### config.mk
export PLATFORM = sky130hd
export DESIGN_NAME = c_escape_sequence_decoder_core
export DESIGN_NICKNAME = d
export VERILOG_FILES = /design/src/hw/rtl/ced_pkg.sv /design/src/hw/rtl/ced_front.sv /design/src/hw/rtl/ced_fifo.sv /design/src/hw/rtl/ced_back.sv /design/src/hw/rtl/c_escape_sequence_decoder_core.sv
export SDC_FILE = /design/constraint.sdc
export NUM_CORES = 1
export LEC_CHECK = 0
export ABC_AREA = 1
export BUFFER_PORTS_ARGS = -buffer_cell sky130_fd_sc_hd__buf_2
export CORE_MARGIN = 3
export CORE_UTILIZATION = 45
export DETAILED_ROUTE_END_ITERATION = 8
export HOLD_SLACK_MARGIN = 0.12
export SLEW_MARGIN = 20
export SYNTH_ARGS = -nofsm -noshare
export SYNTH_HDL_FRONTEND = slang
export SYNTH_SLANG_ARGS = --single-unit
### constraint.sdc
create_clock -name clk_i -period 4.21 [get_ports clk_i]
set_clock_uncertainty 0.2 [all_clocks]
set_input_delay 0 -clock clk_i [delete_from_list [all_inputs] [get_ports clk_i]]
set_output_delay 0 -clock clk_i [all_outputs]
set_load 0.03 [all_outputs]
### src/hw/rtl/ced_pkg.sv
package ced_pkg;

  // Most bytes that a single input character can produce
  localparam int unsigned MaxResults = 3;

  // Default depth of the queue between front and back
  localparam int unsigned QueueDepth = 2;

  // One queue entry: every result byte caused by one input character
  typedef struct packed {
    logic [MaxResults-1:0][7:0] bytes;  // results in order, slot 0 first
    logic [1:0]                 n;      // number of results, 1..3
    logic                       empty;  // single result with no character
    logic                       last;   // caused by the string's last character
  } bundle_t;

endpackage

### src/hw/rtl/ced_front.sv
module ced_front (
  input  logic             clk_i,
  input  logic             rst_ni,
  input  logic             in_valid_i,
  input  logic             in_ready_i,
  input  logic [7:0]       in_byte_i,
  input  logic             string_last_i,
  output logic             push_o,
  output ced_pkg::bundle_t bundle_o
);

  typedef enum logic [1:0] {
    MODE_PLAIN,
    MODE_ESC,
    MODE_OCT,
    MODE_HEX
  } mode_e;

  localparam logic [7:0] CharBackslash = 8'h5c;
  localparam logic [7:0] CharZero      = 8'h30;
  localparam logic [7:0] CharX         = 8'h78;

  // Append one byte to the result list
  function automatic ced_pkg::bundle_t push_byte(ced_pkg::bundle_t r, logic [7:0] c);
    if (r.n != 2'd3) begin
      r.bytes[r.n] = c;
      r.n          = r.n + 2'd1;
    end
    return r;
  endfunction

  function automatic logic is_oct(logic [7:0] c);
    return c[7:3] == 5'b00110;
  endfunction

  function automatic logic is_hex(logic [7:0] c);
    return (c >= 8'h30 && c <= 8'h39) || (c >= 8'h61 && c <= 8'h66) ||
           (c >= 8'h41 && c <= 8'h46);
  endfunction

  function automatic logic [3:0] hex_val(logic [7:0] c);
    logic [7:0] v;
    v = 8'h00;
    if (c >= 8'h30 && c <= 8'h39)      v = c - 8'h30;
    else if (c >= 8'h61 && c <= 8'h66) v = c - 8'h57;
    else if (c >= 8'h41 && c <= 8'h46) v = c - 8'h37;
    return v[3:0];
  endfunction

  // Letter escapes: {hit, control code}
  function automatic logic [8:0] esc_code(logic [7:0] c);
    logic [8:0] r;
    unique case (c)
      8'h61:   r = {1'b1, 8'h07};  // a
      8'h62:   r = {1'b1, 8'h08};  // b
      8'h66:   r = {1'b1, 8'h0c};  // f
      8'h6e:   r = {1'b1, 8'h0a};  // n
      8'h72:   r = {1'b1, 8'h0d};  // r
      8'h74:   r = {1'b1, 8'h09};  // t
      8'h76:   r = {1'b1, 8'h0b};  // v
      default: r = {1'b0, 8'h00};
    endcase
    return r;
  endfunction

  mode_e            mode_q, mode_d;
  logic [7:0]       hi_q, hi_d;
  logic [7:0]       lo_q, lo_d;
  logic [1:0]       cnt_q, cnt_d;
  ced_pkg::bundle_t res;
  logic [8:0]       esc;
  logic             fire;

  assign esc  = esc_code(in_byte_i);
  assign fire = in_valid_i && in_ready_i;

  // Classify the character against the scan state and build its results
  always_comb begin
    res    = '0;
    mode_d = mode_q;
    hi_d   = hi_q;
    lo_d   = lo_q;
    cnt_d  = cnt_q;
    unique case (mode_q)
      MODE_ESC: begin
        mode_d = MODE_PLAIN;
        hi_d   = '0;
        lo_d   = '0;
        cnt_d  = '0;
        if (esc[8]) begin
          res = push_byte(res, esc[7:0]);
        end else if (in_byte_i == CharX) begin
          mode_d = MODE_HEX;
        end else if (is_oct(in_byte_i)) begin
          mode_d = MODE_OCT;
          lo_d   = in_byte_i;
          cnt_d  = 2'd1;
        end else begin
          res = push_byte(res, in_byte_i);
        end
      end
      MODE_OCT: begin
        if (is_oct(in_byte_i) && cnt_q < 2'd2) begin
          hi_d  = lo_q;
          lo_d  = in_byte_i;
          cnt_d = 2'd2;
        end else begin
          if (is_oct(in_byte_i)) begin
            // third digit: low 8 bits of the octal value
            res = push_byte(res, {hi_q[1:0], lo_q[2:0], in_byte_i[2:0]});
          end else begin
            // short run as text, lone zero as NUL; then char as plain text
            if (cnt_q == 2'd1) begin
              res = push_byte(res, (lo_q == CharZero) ? 8'h00 : lo_q);
            end else begin
              res = push_byte(res, hi_q);
              res = push_byte(res, lo_q);
            end
          end
          mode_d = MODE_PLAIN;
          hi_d   = '0;
          lo_d   = '0;
          cnt_d  = '0;
          if (!is_oct(in_byte_i)) begin
            if (in_byte_i == CharBackslash) mode_d = MODE_ESC;
            else res = push_byte(res, in_byte_i);
          end
        end
      end
      MODE_HEX: begin
        if (is_hex(in_byte_i) && cnt_q == 2'd0) begin
          lo_d  = in_byte_i;
          cnt_d = 2'd1;
        end else begin
          if (is_hex(in_byte_i)) begin
            res = push_byte(res, {hex_val(lo_q), hex_val(in_byte_i)});
          end else begin
            res = push_byte(res, CharX);
            if (cnt_q != 2'd0) res = push_byte(res, lo_q);
          end
          mode_d = MODE_PLAIN;
          hi_d   = '0;
          lo_d   = '0;
          cnt_d  = '0;
          if (!is_hex(in_byte_i)) begin
            if (in_byte_i == CharBackslash) mode_d = MODE_ESC;
            else res = push_byte(res, in_byte_i);
          end
        end
      end
      default: begin
        if (in_byte_i == CharBackslash) mode_d = MODE_ESC;
        else res = push_byte(res, in_byte_i);
      end
    endcase

    // End of string: flush runs, drop a trailing backslash, mark empty
    if (string_last_i) begin
      if (mode_d == MODE_OCT) begin
        if (cnt_d == 2'd1) begin
          res = push_byte(res, (lo_d == CharZero) ? 8'h00 : lo_d);
        end else begin
          res = push_byte(res, hi_d);
          res = push_byte(res, lo_d);
        end
      end else if (mode_d == MODE_HEX) begin
        res = push_byte(res, CharX);
        if (cnt_d != 2'd0) res = push_byte(res, lo_d);
      end
      mode_d = MODE_PLAIN;
      hi_d   = '0;
      lo_d   = '0;
      cnt_d  = '0;
      if (res.n == 2'd0) begin
        res.n     = 2'd1;
        res.empty = 1'b1;
      end
    end
    res.last = string_last_i;
  end

  assign bundle_o = res;
  assign push_o   = fire && (res.n != 2'd0);

  // Scan state
  always_ff @(posedge clk_i or negedge rst_ni) begin
    if (!rst_ni) begin
      mode_q <= MODE_PLAIN;
      hi_q   <= '0;
      lo_q   <= '0;
      cnt_q  <= '0;
    end else if (fire) begin
      mode_q <= mode_d;
      hi_q   <= hi_d;
      lo_q   <= lo_d;
      cnt_q  <= cnt_d;
    end
  end

  assert property (@(posedge clk_i) disable iff (!rst_ni)
    (fire && string_last_i) |-> push_o)
    else $error("last character of a string produced no transfer");

  assert property (@(posedge clk_i) disable iff (!rst_ni)
    (push_o && bundle_o.empty) |-> (bundle_o.n == 2'd1))
    else $error("empty end marker carries extra results");

  assert property (@(posedge clk_i) disable iff (!rst_ni)
    (fire && string_last_i) |=> (mode_q == MODE_PLAIN && cnt_q == 2'd0))
    else $error("scan state not cleared after end of string");

endmodule

### src/hw/rtl/ced_fifo.sv
module ced_fifo #(
  parameter int unsigned Depth = ced_pkg::QueueDepth
) (
  input  logic             clk_i,
  input  logic             rst_ni,
  input  logic             push_i,
  input  ced_pkg::bundle_t data_i,
  output logic             full_o,
  input  logic             pop_i,
  output ced_pkg::bundle_t data_o,
  output logic             empty_o
);

  localparam int unsigned PtrW = (Depth > 1) ? $clog2(Depth) : 1;
  localparam int unsigned CntW = $clog2(Depth + 1);
  localparam logic [PtrW-1:0] LastPtr = PtrW'(Depth - 1);

  ced_pkg::bundle_t mem_q [Depth];
  logic [PtrW-1:0]  wr_ptr_q, rd_ptr_q;
  logic [CntW-1:0]  cnt_q;
  logic             do_push, do_pop;

  assign full_o  = (cnt_q == CntW'(Depth));
  assign empty_o = (cnt_q == '0);
  assign do_push = push_i && !full_o;
  assign do_pop  = pop_i && !empty_o;
  assign data_o  = mem_q[rd_ptr_q];

  // Storage
  always_ff @(posedge clk_i) begin
    if (do_push) mem_q[wr_ptr_q] <= data_i;
  end

  // Pointers and fill count
  always_ff @(posedge clk_i or negedge rst_ni) begin
    if (!rst_ni) begin
      wr_ptr_q <= '0;
      rd_ptr_q <= '0;
      cnt_q    <= '0;
    end else begin
      if (do_push) wr_ptr_q <= (wr_ptr_q == LastPtr) ? '0 : wr_ptr_q + PtrW'(1);
      if (do_pop)  rd_ptr_q <= (rd_ptr_q == LastPtr) ? '0 : rd_ptr_q + PtrW'(1);
      if (do_push && !do_pop)      cnt_q <= cnt_q + CntW'(1);
      else if (do_pop && !do_push) cnt_q <= cnt_q - CntW'(1);
    end
  end

  assert property (@(posedge clk_i) disable iff (!rst_ni)
    cnt_q <= CntW'(Depth))
    else $error("queue fill count overflow");

endmodule

### src/hw/rtl/ced_back.sv
module ced_back (
  input  logic             clk_i,
  input  logic             rst_ni,
  input  ced_pkg::bundle_t head_i,
  input  logic             head_valid_i,
  output logic             pop_o,
  output logic             out_valid_o,
  input  logic             out_ready_i,
  output logic [7:0]       out_byte_o,
  output logic             byte_valid_o,
  output logic             run_last_o,
  output logic             string_end_o
);

  logic [1:0] idx_q;
  logic       xfer;

  // Walk the head entry one result per transfer
  assign out_valid_o  = head_valid_i;
  assign out_byte_o   = head_i.bytes[idx_q];
  assign byte_valid_o = !head_i.empty;
  assign run_last_o   = (idx_q == head_i.n - 2'd1);
  assign string_end_o = head_i.last;
  assign xfer         = out_valid_o && out_ready_i;
  assign pop_o        = xfer && run_last_o;

  always_ff @(posedge clk_i or negedge rst_ni) begin
    if (!rst_ni) begin
      idx_q <= '0;
    end else if (xfer) begin
      idx_q <= run_last_o ? 2'd0 : idx_q + 2'd1;
    end
  end

  assert property (@(posedge clk_i) disable iff (!rst_ni)
    out_valid_o |-> (idx_q < head_i.n))
    else $error("result index beyond head entry");

endmodule

### src/hw/rtl/c_escape_sequence_decoder_core.sv
// Each character's results are registered in the queue and offered from its head.
// Throughput: one character per cycle while each gives at most one result and the
//   output is ready; each of a character's results (up to 3) takes a transfer.
// A queue (two entries by default) between classifier and output absorbs stalls.
// Reset (rst_ni low, asynchronous) returns to plain text and empties the queue.
module c_escape_sequence_decoder_core #(
  parameter int unsigned QueueDepth = ced_pkg::QueueDepth
) (
  input  logic       clk_i,
  input  logic       rst_ni,
  input  logic       in_valid_i,
  output logic       in_ready_o,
  input  logic [7:0] in_byte_i,
  input  logic       string_last_i,
  output logic       out_valid_o,
  input  logic       out_ready_i,
  output logic [7:0] out_byte_o,
  output logic       byte_valid_o,
  output logic       run_last_o,
  output logic       string_end_o
);

  ced_pkg::bundle_t push_data, head;
  logic             push, full, empty, pop;

  assign in_ready_o = !full;

  ced_front u_front (
    .clk_i         (clk_i),
    .rst_ni        (rst_ni),
    .in_valid_i    (in_valid_i),
    .in_ready_i    (in_ready_o),
    .in_byte_i     (in_byte_i),
    .string_last_i (string_last_i),
    .push_o        (push),
    .bundle_o      (push_data)
  );

  ced_fifo #(
    .Depth (QueueDepth)
  ) u_fifo (
    .clk_i   (clk_i),
    .rst_ni  (rst_ni),
    .push_i  (push),
    .data_i  (push_data),
    .full_o  (full),
    .pop_i   (pop),
    .data_o  (head),
    .empty_o (empty)
  );

  ced_back u_back (
    .clk_i        (clk_i),
    .rst_ni       (rst_ni),
    .head_i       (head),
    .head_valid_i (!empty),
    .pop_o        (pop),
    .out_valid_o  (out_valid_o),
    .out_ready_i  (out_ready_i),
    .out_byte_o   (out_byte_o),
    .byte_valid_o (byte_valid_o),
    .run_last_o   (run_last_o),
    .string_end_o (string_end_o)
  );

endmodule

## After elaboration in Yosys (flattened, before gate mapping)

Memories as Yosys holds them, arrays and structs flattened.
Index checks and enable logic that the tools add are counted.

| storage, ports and cells | value |
|---|---|
| output and inout bits | 13 |
| register bits after elaboration | 26 |
| bits in writable memories | 56 |
| memories kept | 1 |

| operators by class | value |
|---|---|
| $lt $le $gt $ge | 28 |
| add/subtract/negate cells | 19 |
| reductions and logical operators | 37 |
| equality and inequality tests | 28 |
| bitwise operators | 3 |
| muxes and demuxes | 117 |

Memories:

| memory | depth | bits a word | rd ports | clocked after Yosys merged registers in | wr ports | RTL line | RTL |
|---|---|---|---|---|---|---|---|
| u_fifo.mem_q | 2 | 28 | 1 | 0 | 1 | ced_fifo.sv:18 | `ced_pkg::bundle_t mem_q [Depth];` |

Operators by type and width:

| cell | count |
|---|---|
| $mux W28 | 22 |
| $mux W26 | 15 |
| $bwmux W24 | 8 |
| $mux W8 | 19 |
| $demux W8 S2 | 7 |
| $pmux W28 S3 | 1 |
| $eq A8 B7 Y1 const B | 9 |
| $mux W10 | 7 |
| $pmux W9 S7 | 1 |
| $pmux W8 S3 | 2 |
| $ge A8 B7 Y1 const B | 4 |
| $le A8 B7 Y1 const B | 4 |
| $mux W2 | 15 |
| $lt A2 B3 Y1 const B | 8 |
| $mux W12 | 2 |
| $mux W4 | 6 |
| $logic_and A1 B1 Y1 | 23 |
| $add A2 B1 Y2 const B | 9 |
| $bmux W8 S2 | 1 |
| $eq A8 B6 Y1 const B | 2 |
| $ge A8 B6 Y1 const B | 2 |
| $le A8 B6 Y1 const B | 2 |
| $sub A4 B3 Y4 const B | 4 |
| $ge A2 B1 Y1 const B | 7 |
| 19 further kinds | 52 |

## Longest topological paths before layout

| depth | value |
|---|---|
| word-level depth | 57 |
| gate-level depth with buffers | 21 |

## Modules after synthesis

A second synthesis with hierarchy kept.

| second synthesis, totals | value |
|---|---|
| cells, all modules | 711 |
| area total of the unflattened synthesis | 5517.8 sq um |

Modules (own cells, without submodules):

| module | instances | seq. area each (sq um) | cells each | area an instance (sq um) |
|---|---|---|---|---|
| ced_front | 1 | 500.5 | 462 | 2847.7 |
| ced_fifo | 1 | 1781.7 | 178 | 2278.4 |
| ced_back | 1 | 50.0 | 69 | 384.1 |
| c_escape_sequence_decoder_core | 1 | 0.0 | 2 | 7.5 |

## Worst setup path after synthesis

OpenSTA, ideal clock, no wires.

| path | value |
|---|---|
| path kind | flip-flop to flip-flop |
| from | reg u_front.mode_q[0] |
| to | mem u_fifo.mem_q[1][0] (netlist bit) (enable) |
| data required time | 3.597 ns |
| library setup time | 0.413 ns |
| stages on the path, launching flop included | 12 |
| setup slack | 0.727 ns |
| buffers on the path | 0 |
| data arrival time | 2.870 ns |
| path through | dfrtp_1 > nor2_1 > inv_1 > nor2_1 > nand3_1 > nand3_1 > inv_1 > nand3_1 > inv_1 > nand4_1 > nand2_1 > nor2_1 |

| between the ends | value |
|---|---|
| cells in the longest elaborated chain, start to end | 21 |
| elaborated cells between the ends (all ways) | 43 |
| those cells by class | add/sub: 3; eq/ne: 9; mux: 26; reduce/logical: 5 |

Ends and longest elaborated chain:

| element | RTL line | RTL |
|---|---|---|
| start, declared | ced_front.sv:66 | `mode_e mode_q, mode_d;` |
| start signal, assigned | ced_front.sv:193 | `mode_q <= mode_d;` |
| $eq A2 B2 Y1 or $eq A2 B1 Y1 (tied branches) | ced_front.sv:84 | `unique case (mode_q)` |
| $pmux W28 S3 | ced_front.sv:84 |  |
| $add A2 B1 Y2 or $ne A2 B2 Y1 (tied branches) | ced_front.sv:27, ced_front.sv:25 |  |
| $mux W26 | ced_front.sv:25 | `if (r.n != 2'd3) begin` |
| $mux W26 | ced_front.sv:166 | `end else if (mode_d == MODE_HEX) begin` |
| $mux W26 | ced_front.sv:159 | `if (mode_d == MODE_OCT) begin` |
| $mux W26 | ced_front.sv:158 | `if (string_last_i) begin` |
| $add A2 B1 Y2 or $ne A2 B2 Y1 (tied branches) | ced_front.sv:27, ced_front.sv:25 |  |
| (+5 left out) | -- |  |
| $logic_not A2 Y1 | ced_front.sv:174 | `if (res.n == 2'd0) begin` |
| $mux W3 | ced_front.sv:174 |  |
| $mux W28 * | ced_front.sv:158 |  |
| $reduce_bool A2 Y1 * | ced_front.sv:183 | `assign push_o = fire && (res.n != 2'd0);` |
| $logic_and A1 B1 Y1 * | ced_front.sv:183 |  |
| $logic_and A1 B1 Y1 * | ced_fifo.sv:25 | `assign do_push = push_i && !full_o;` |
| $mux W1 * | ced_fifo.sv:31 | `if (do_push) mem_q[wr_ptr_q] <= data_i;` |
| $mux W1 (implied by the code) * | ced_fifo.sv:31 |  |
| end, declared | ced_fifo.sv:18 |  |

Mark *: on every way between the ends. The rest lies on a longest branch, timed or not. The select of a mux whose other input is x is not followed.

## Worst setup path in the final report

| path | value |
|---|---|
| from | reg u_front.cnt_q[1] |
| to | reg u_fifo.cnt_q[1] |

| between the ends | value |
|---|---|
| cells in the longest elaborated chain, start to end | 31 |
| elaborated cells between the ends (all ways) | 70 |
| those cells by class | add/sub: 5; order compare: 1; eq/ne: 9; mux: 42; reduce/logical: 13 |

Ends and longest elaborated chain:

| element | RTL line | RTL |
|---|---|---|
| start, declared | ced_front.sv:69 | `logic [1:0] cnt_q, cnt_d;` |
| start signal, assigned | ced_front.sv:196 | `cnt_q <= cnt_d;` |
| $eq A2 B1 Y1 or $reduce_bool A2 Y1 (tied branches) | ced_front.sv:113, ced_front.sv:139 |  |
| $mux W28, on equally long branches | ced_front.sv:113, ced_front.sv:139 |  |
| $mux W28, on equally long branches | ced_front.sv:108, ced_front.sv:135 |  |
| $mux W28, on equally long branches | ced_front.sv:103, ced_front.sv:131 |  |
| $mux W28 | ced_front.sv:84 |  |
| $add A2 B1 Y2 or $ne A2 B2 Y1 (tied branches) | ced_front.sv:27, ced_front.sv:25 |  |
| $mux W26 | ced_front.sv:25 |  |
| $mux W28, on equally long branches | ced_front.sv:125, ced_front.sv:146 |  |
| (+16 left out) | -- |  |
| $mux W28 * | ced_front.sv:158 |  |
| $reduce_bool A2 Y1 * | ced_front.sv:183 |  |
| $logic_and A1 B1 Y1 * | ced_front.sv:183 |  |
| $logic_and A1 B1 Y1 * | ced_fifo.sv:25 |  |
| via u_fifo.do_push | ced_fifo.sv:21 | `logic do_push, do_pop;` |
| $logic_not A1 Y1 | ced_fifo.sv:44 | `else if (do_pop && !do_push) cnt_q <= cnt_q - CntW'(1);` |
| $logic_and A1 B1 Y1 | ced_fifo.sv:44 |  |
| $reduce_bool A2 Y1 (no line) | -- |  |
| end signal, assigned | ced_fifo.sv:43 | `if (do_push && !do_pop) cnt_q <= cnt_q + CntW'(1);` |
| end signal, assigned | ced_fifo.sv:44 |  |
| end, declared | ced_fifo.sv:20 | `logic [CntW-1:0] cnt_q;` |

The timed path passes the listed nets; every way through them passes the cells marked *. The select of a mux whose other input is x is not followed.
A chain may end at the register's enable or synchronous reset.

==> impl_metrics.yaml <==
outcome:
  status: "complete, no violations"
setup_path:
  critPathKind: "flip-flop to flip-flop"
  arrival_ns: 3.51
  worstSetupEndpointType: "flip-flop"
  crit_fanout: 15
  startpoint_type: "flip-flop"
  worst_ep_required_time_ns: 4.22
cts:
  cts_root_buffer: "clkbuf_16"
  clkSinkCount: 82
  numCtsBuffers: 9
  cts_tree: "done"
  path_clk_slew_ns: 0.06
  clkLatencyLatePin_ns: 0.34
  h-tree-depth: 3
  cts_setup_buffers: 0
  clockBufferDepth: 2
timing:
  fin_tns_setup_ns: 0
  period_minus_slack_ns: 3.500
  worst_slew_pin_slew_ns: 0.8303
  rsz0062_at_grt: "no"
  fin_crit_sh: 0.8314
  setup_viol: 0
  clock.fmax_mhz: 285.7
  hold_viol_final: 0
  max_slew_margin: 0.4444
  maxSlewViolCount: 0
floorplan:
  die_area_sq_um: 13200
  floorplan.initialDensity: 0.4634
  core.rowCount: 39
  core_area_sq_um: 11520
  ioPinCount: 26
  die-width_um: 114.9
  fp.dieH_um: 114.9
routing:
  vias: 5018
  drt-vias-per-instance: 5.828
  wl_um: 16880
  first_pass_iters: 5
  route.detailed.drc: 0
  drt_iter0_drc: 542
  routedWlPerCell_um: 19.60
  drtAntennaViolNets: 0
placed_design:
  dpl.hpwl_um: 12730
  io_buffers: 25
  gp_congestion: 1.057
  dp.cells: 833
grt:
  grt_max_degree: 29
  antenna_found_initial: 0
  track_usage: 0.2634
  grt_first_pass_wirelength_um: 26390
  grt_overflow: 0
  grt_pass1_vias: 4658
synth:
  async_flop_share: 0.3171
  syn_nets: 700
  synth_commonest_cells: "nand2_1, nor2_1, inv_1"
  synth.avg_cell_area_sq_um: 7.871
  netlist.area_leader.share: 0.3151
  ys.flop_type: "edfxtp_1"
  yosys_warnings: 0
  synth-edff-count: 56
  synth_area_sq_um: 5336
  synth_cells: 678
  synth_largest_area_cell: "edfxtp_1"
  synth_area_leaders: "edfxtp_1, dfrtp_1, nand2_1"
  yosysMostFrequentCell: "nand2_1"
  ys_seq_elements: 82
  seq_area_frac_synth: 0.4370
  synth_cell_types: 46
pwr:
  p_per_area_nw_per_um2: 478.3
  internal_power_uw: 1785
  switchingPower_uw: 1099
  clockPowerShare: 0.266
  swShare: 0.3810
  p_comb_frac: 0.342
  p_seq_frac: 0.391
  ir_drop_uv: 244.3
  p_leak_uw: 0.002524
job:
  cap_violations: 0
hold_path:
  hp-class: "input port to flip-flop"
final_layout:
  fillers: 1135
  finalNonFillerCells: 861
  layout.nets: 735
  area_delta_synth_final_pct: 12.99
  drive_above_1_share: 0.1142
  diodes: 0
[metal layers]
| metal | vias to the layer above | track usage | routed length, um |
|---|---|---|---|
| li1 | 2417 | - | - |
| met1 | 2347 | 0.3561 | 7249 |
| met2 | 209 | 0.4078 | 7748 |
| met3 | 45 | 0.06158 | 1257 |
| met4 | 0 | 0.1064 | 622 |
| met5 | - | 0.01481 | 0 |
[layout by cell type (no fill, tap or decap), types with 2 or more instances in the layout]
cell           netlist  layout
nor2_2               3       4
o21ai_0             63      63
nor2_8               3       3
o22ai_1             14      14
buf_4                1       8
buf_2                2      25
a21oi_1             20      20
clkbuf_16            0       9
nand2_1            133     133
o21ai_2              3       3
ha_1                 9       9
dlygate4sd3_1        0      11
a22oi_1             13      13
clkinv_1             4       4
edfxtp_1            56      56
o211ai_1             4       4
nor2_1              97      96
clkinv_4             0       2
o21ai_1              7       7
clkinvlp_4           0       2
nand3_1             40      40
nor3_1              11      11
a31oi_1              3       3
a221oi_1             7       7
nand2_4              3       3
dfrtp_1             26      26
o221ai_1             6       6
mux2i_1              2       2
o32ai_1              8       8
inv_2                9       9
nand2_2              6       6
xor2_1               5       5
inv_1               73      73
nand4_1             15      15
[worst max-delay path: stages, from the launching register on]
cell and delay [ns]:
dfrtp_1 0.46, nor2_1 0.68, inv_1 0.24, o21ai_0 0.32, o21ai_1 0.15, inv_2 0.10, nand3_1 0.09, nand2_1 0.10
nand4_1 0.12, nand2_1 0.16, inv_1 0.06, ha_1 0.30, a21oi_1 0.12, o21ai_0 0.12, xor2_1 0.17
[state kept, by name, indices dropped and copies added, names as in the netlist]
name and cells:
u_back.idx_q 2, u_fifo.cnt_q 2, u_fifo.rd_ptr_q 1, u_front.mode_q 2
u_front.cnt_q 2, u_front.lo_q 8, u_front.hi_q 8, u_fifo.mem_q 56
u_fifo.wr_ptr_q 1
[final timing paths]
kind	from	to	slack [ns]	cells past startpoint
setup reg to reg	u_front.cnt_q[1]	u_fifo.cnt_q[1]	0.71	14
max in group asynchronous	rst_ni	u_front.hi_q[7]	3.16	4
hold reg to reg	u_fifo.wr_ptr_q	u_fifo.wr_ptr_q	0.27	2
hold / removal	in_byte_i[1]	u_front.lo_q[1]	0.12	5
min in group asynchronous	rst_ni	u_fifo.cnt_q[1]	0.48	4
setup / recovery	u_front.cnt_q[1]	u_fifo.cnt_q[1]	0.71	14
[stage by stage]
stage	setup slack, ns	hold WS (ns)	area (sq um)	util	power [uW]
2_1_floorplan	0.7275	-0.4956	5336	-	1833
3_3_place_gp	0.9176	-0.1834	5603	0.4865	2116
3_5_place_dp	0.7911	-0.1603	5603	0.4865	2136
4_1_cts	0.7755	0.1226	6030	0.5236	2919
5_1_grt	0.3644	0.1977	6030	0.5236	3058
6_report	0.7097	0.1189	6030	0.5236	2884
[area by class of cell]
| cell class | count | area [sq um] | area share |
|---|---|---|---|
| Sequential cell | 82 | 2332 | 0.3868 |
| Timing Repair Buffer | 45 | 315.3 | 0.05229 |
| Clock buffer | 10 | 229.0 | 0.03797 |
| Inverter | 86 | 322.8 | 0.05354 |
| Multi-Input combinational cell | 489 | 2584 | 0.4285 |
| Clock inverter | 6 | 67.56 | 0.01121 |
| Tap cell | 143 | 178.9 | 0.02967 |
[kinds of logic after synthesis]
| logic type | Yosys count | synth area share |
|---|---|---|
| and+or+nand+nor | 317 | 0.2682 |
| AOI/OAI and AO/OA | 155 | 0.1808 |
| DFF | 82 | 0.4370 |
| muxes | 2 | 0.003752 |
| buffers and inverters | 107 | 0.07925 |
| adders and majority gates | 9 | 0.02110 |
| xor gates and xnor gates | 6 | 0.009848 |
[power groups by stage]
stage               Combinational (uW)  Sequential (uW)  Clock (uW)
floorplan                          737             1100           0
global placement                   975             1140           0
detailed placement                 989             1150           0
CTS                               1000             1130         784
global route                      1090             1150         819
finish                             987             1130         768
[timing repair]
| action | 4_1_cts | 5_1_grt |
|---|---|---|
| setup endpoints to repair | 0 | 0 |
| resized for setup | 0 | 0 |
| hold buffers | 12 | 0 |
| endpoints found under the hold margin | 64 | 0 |
(Power assumes the default switching activity.)
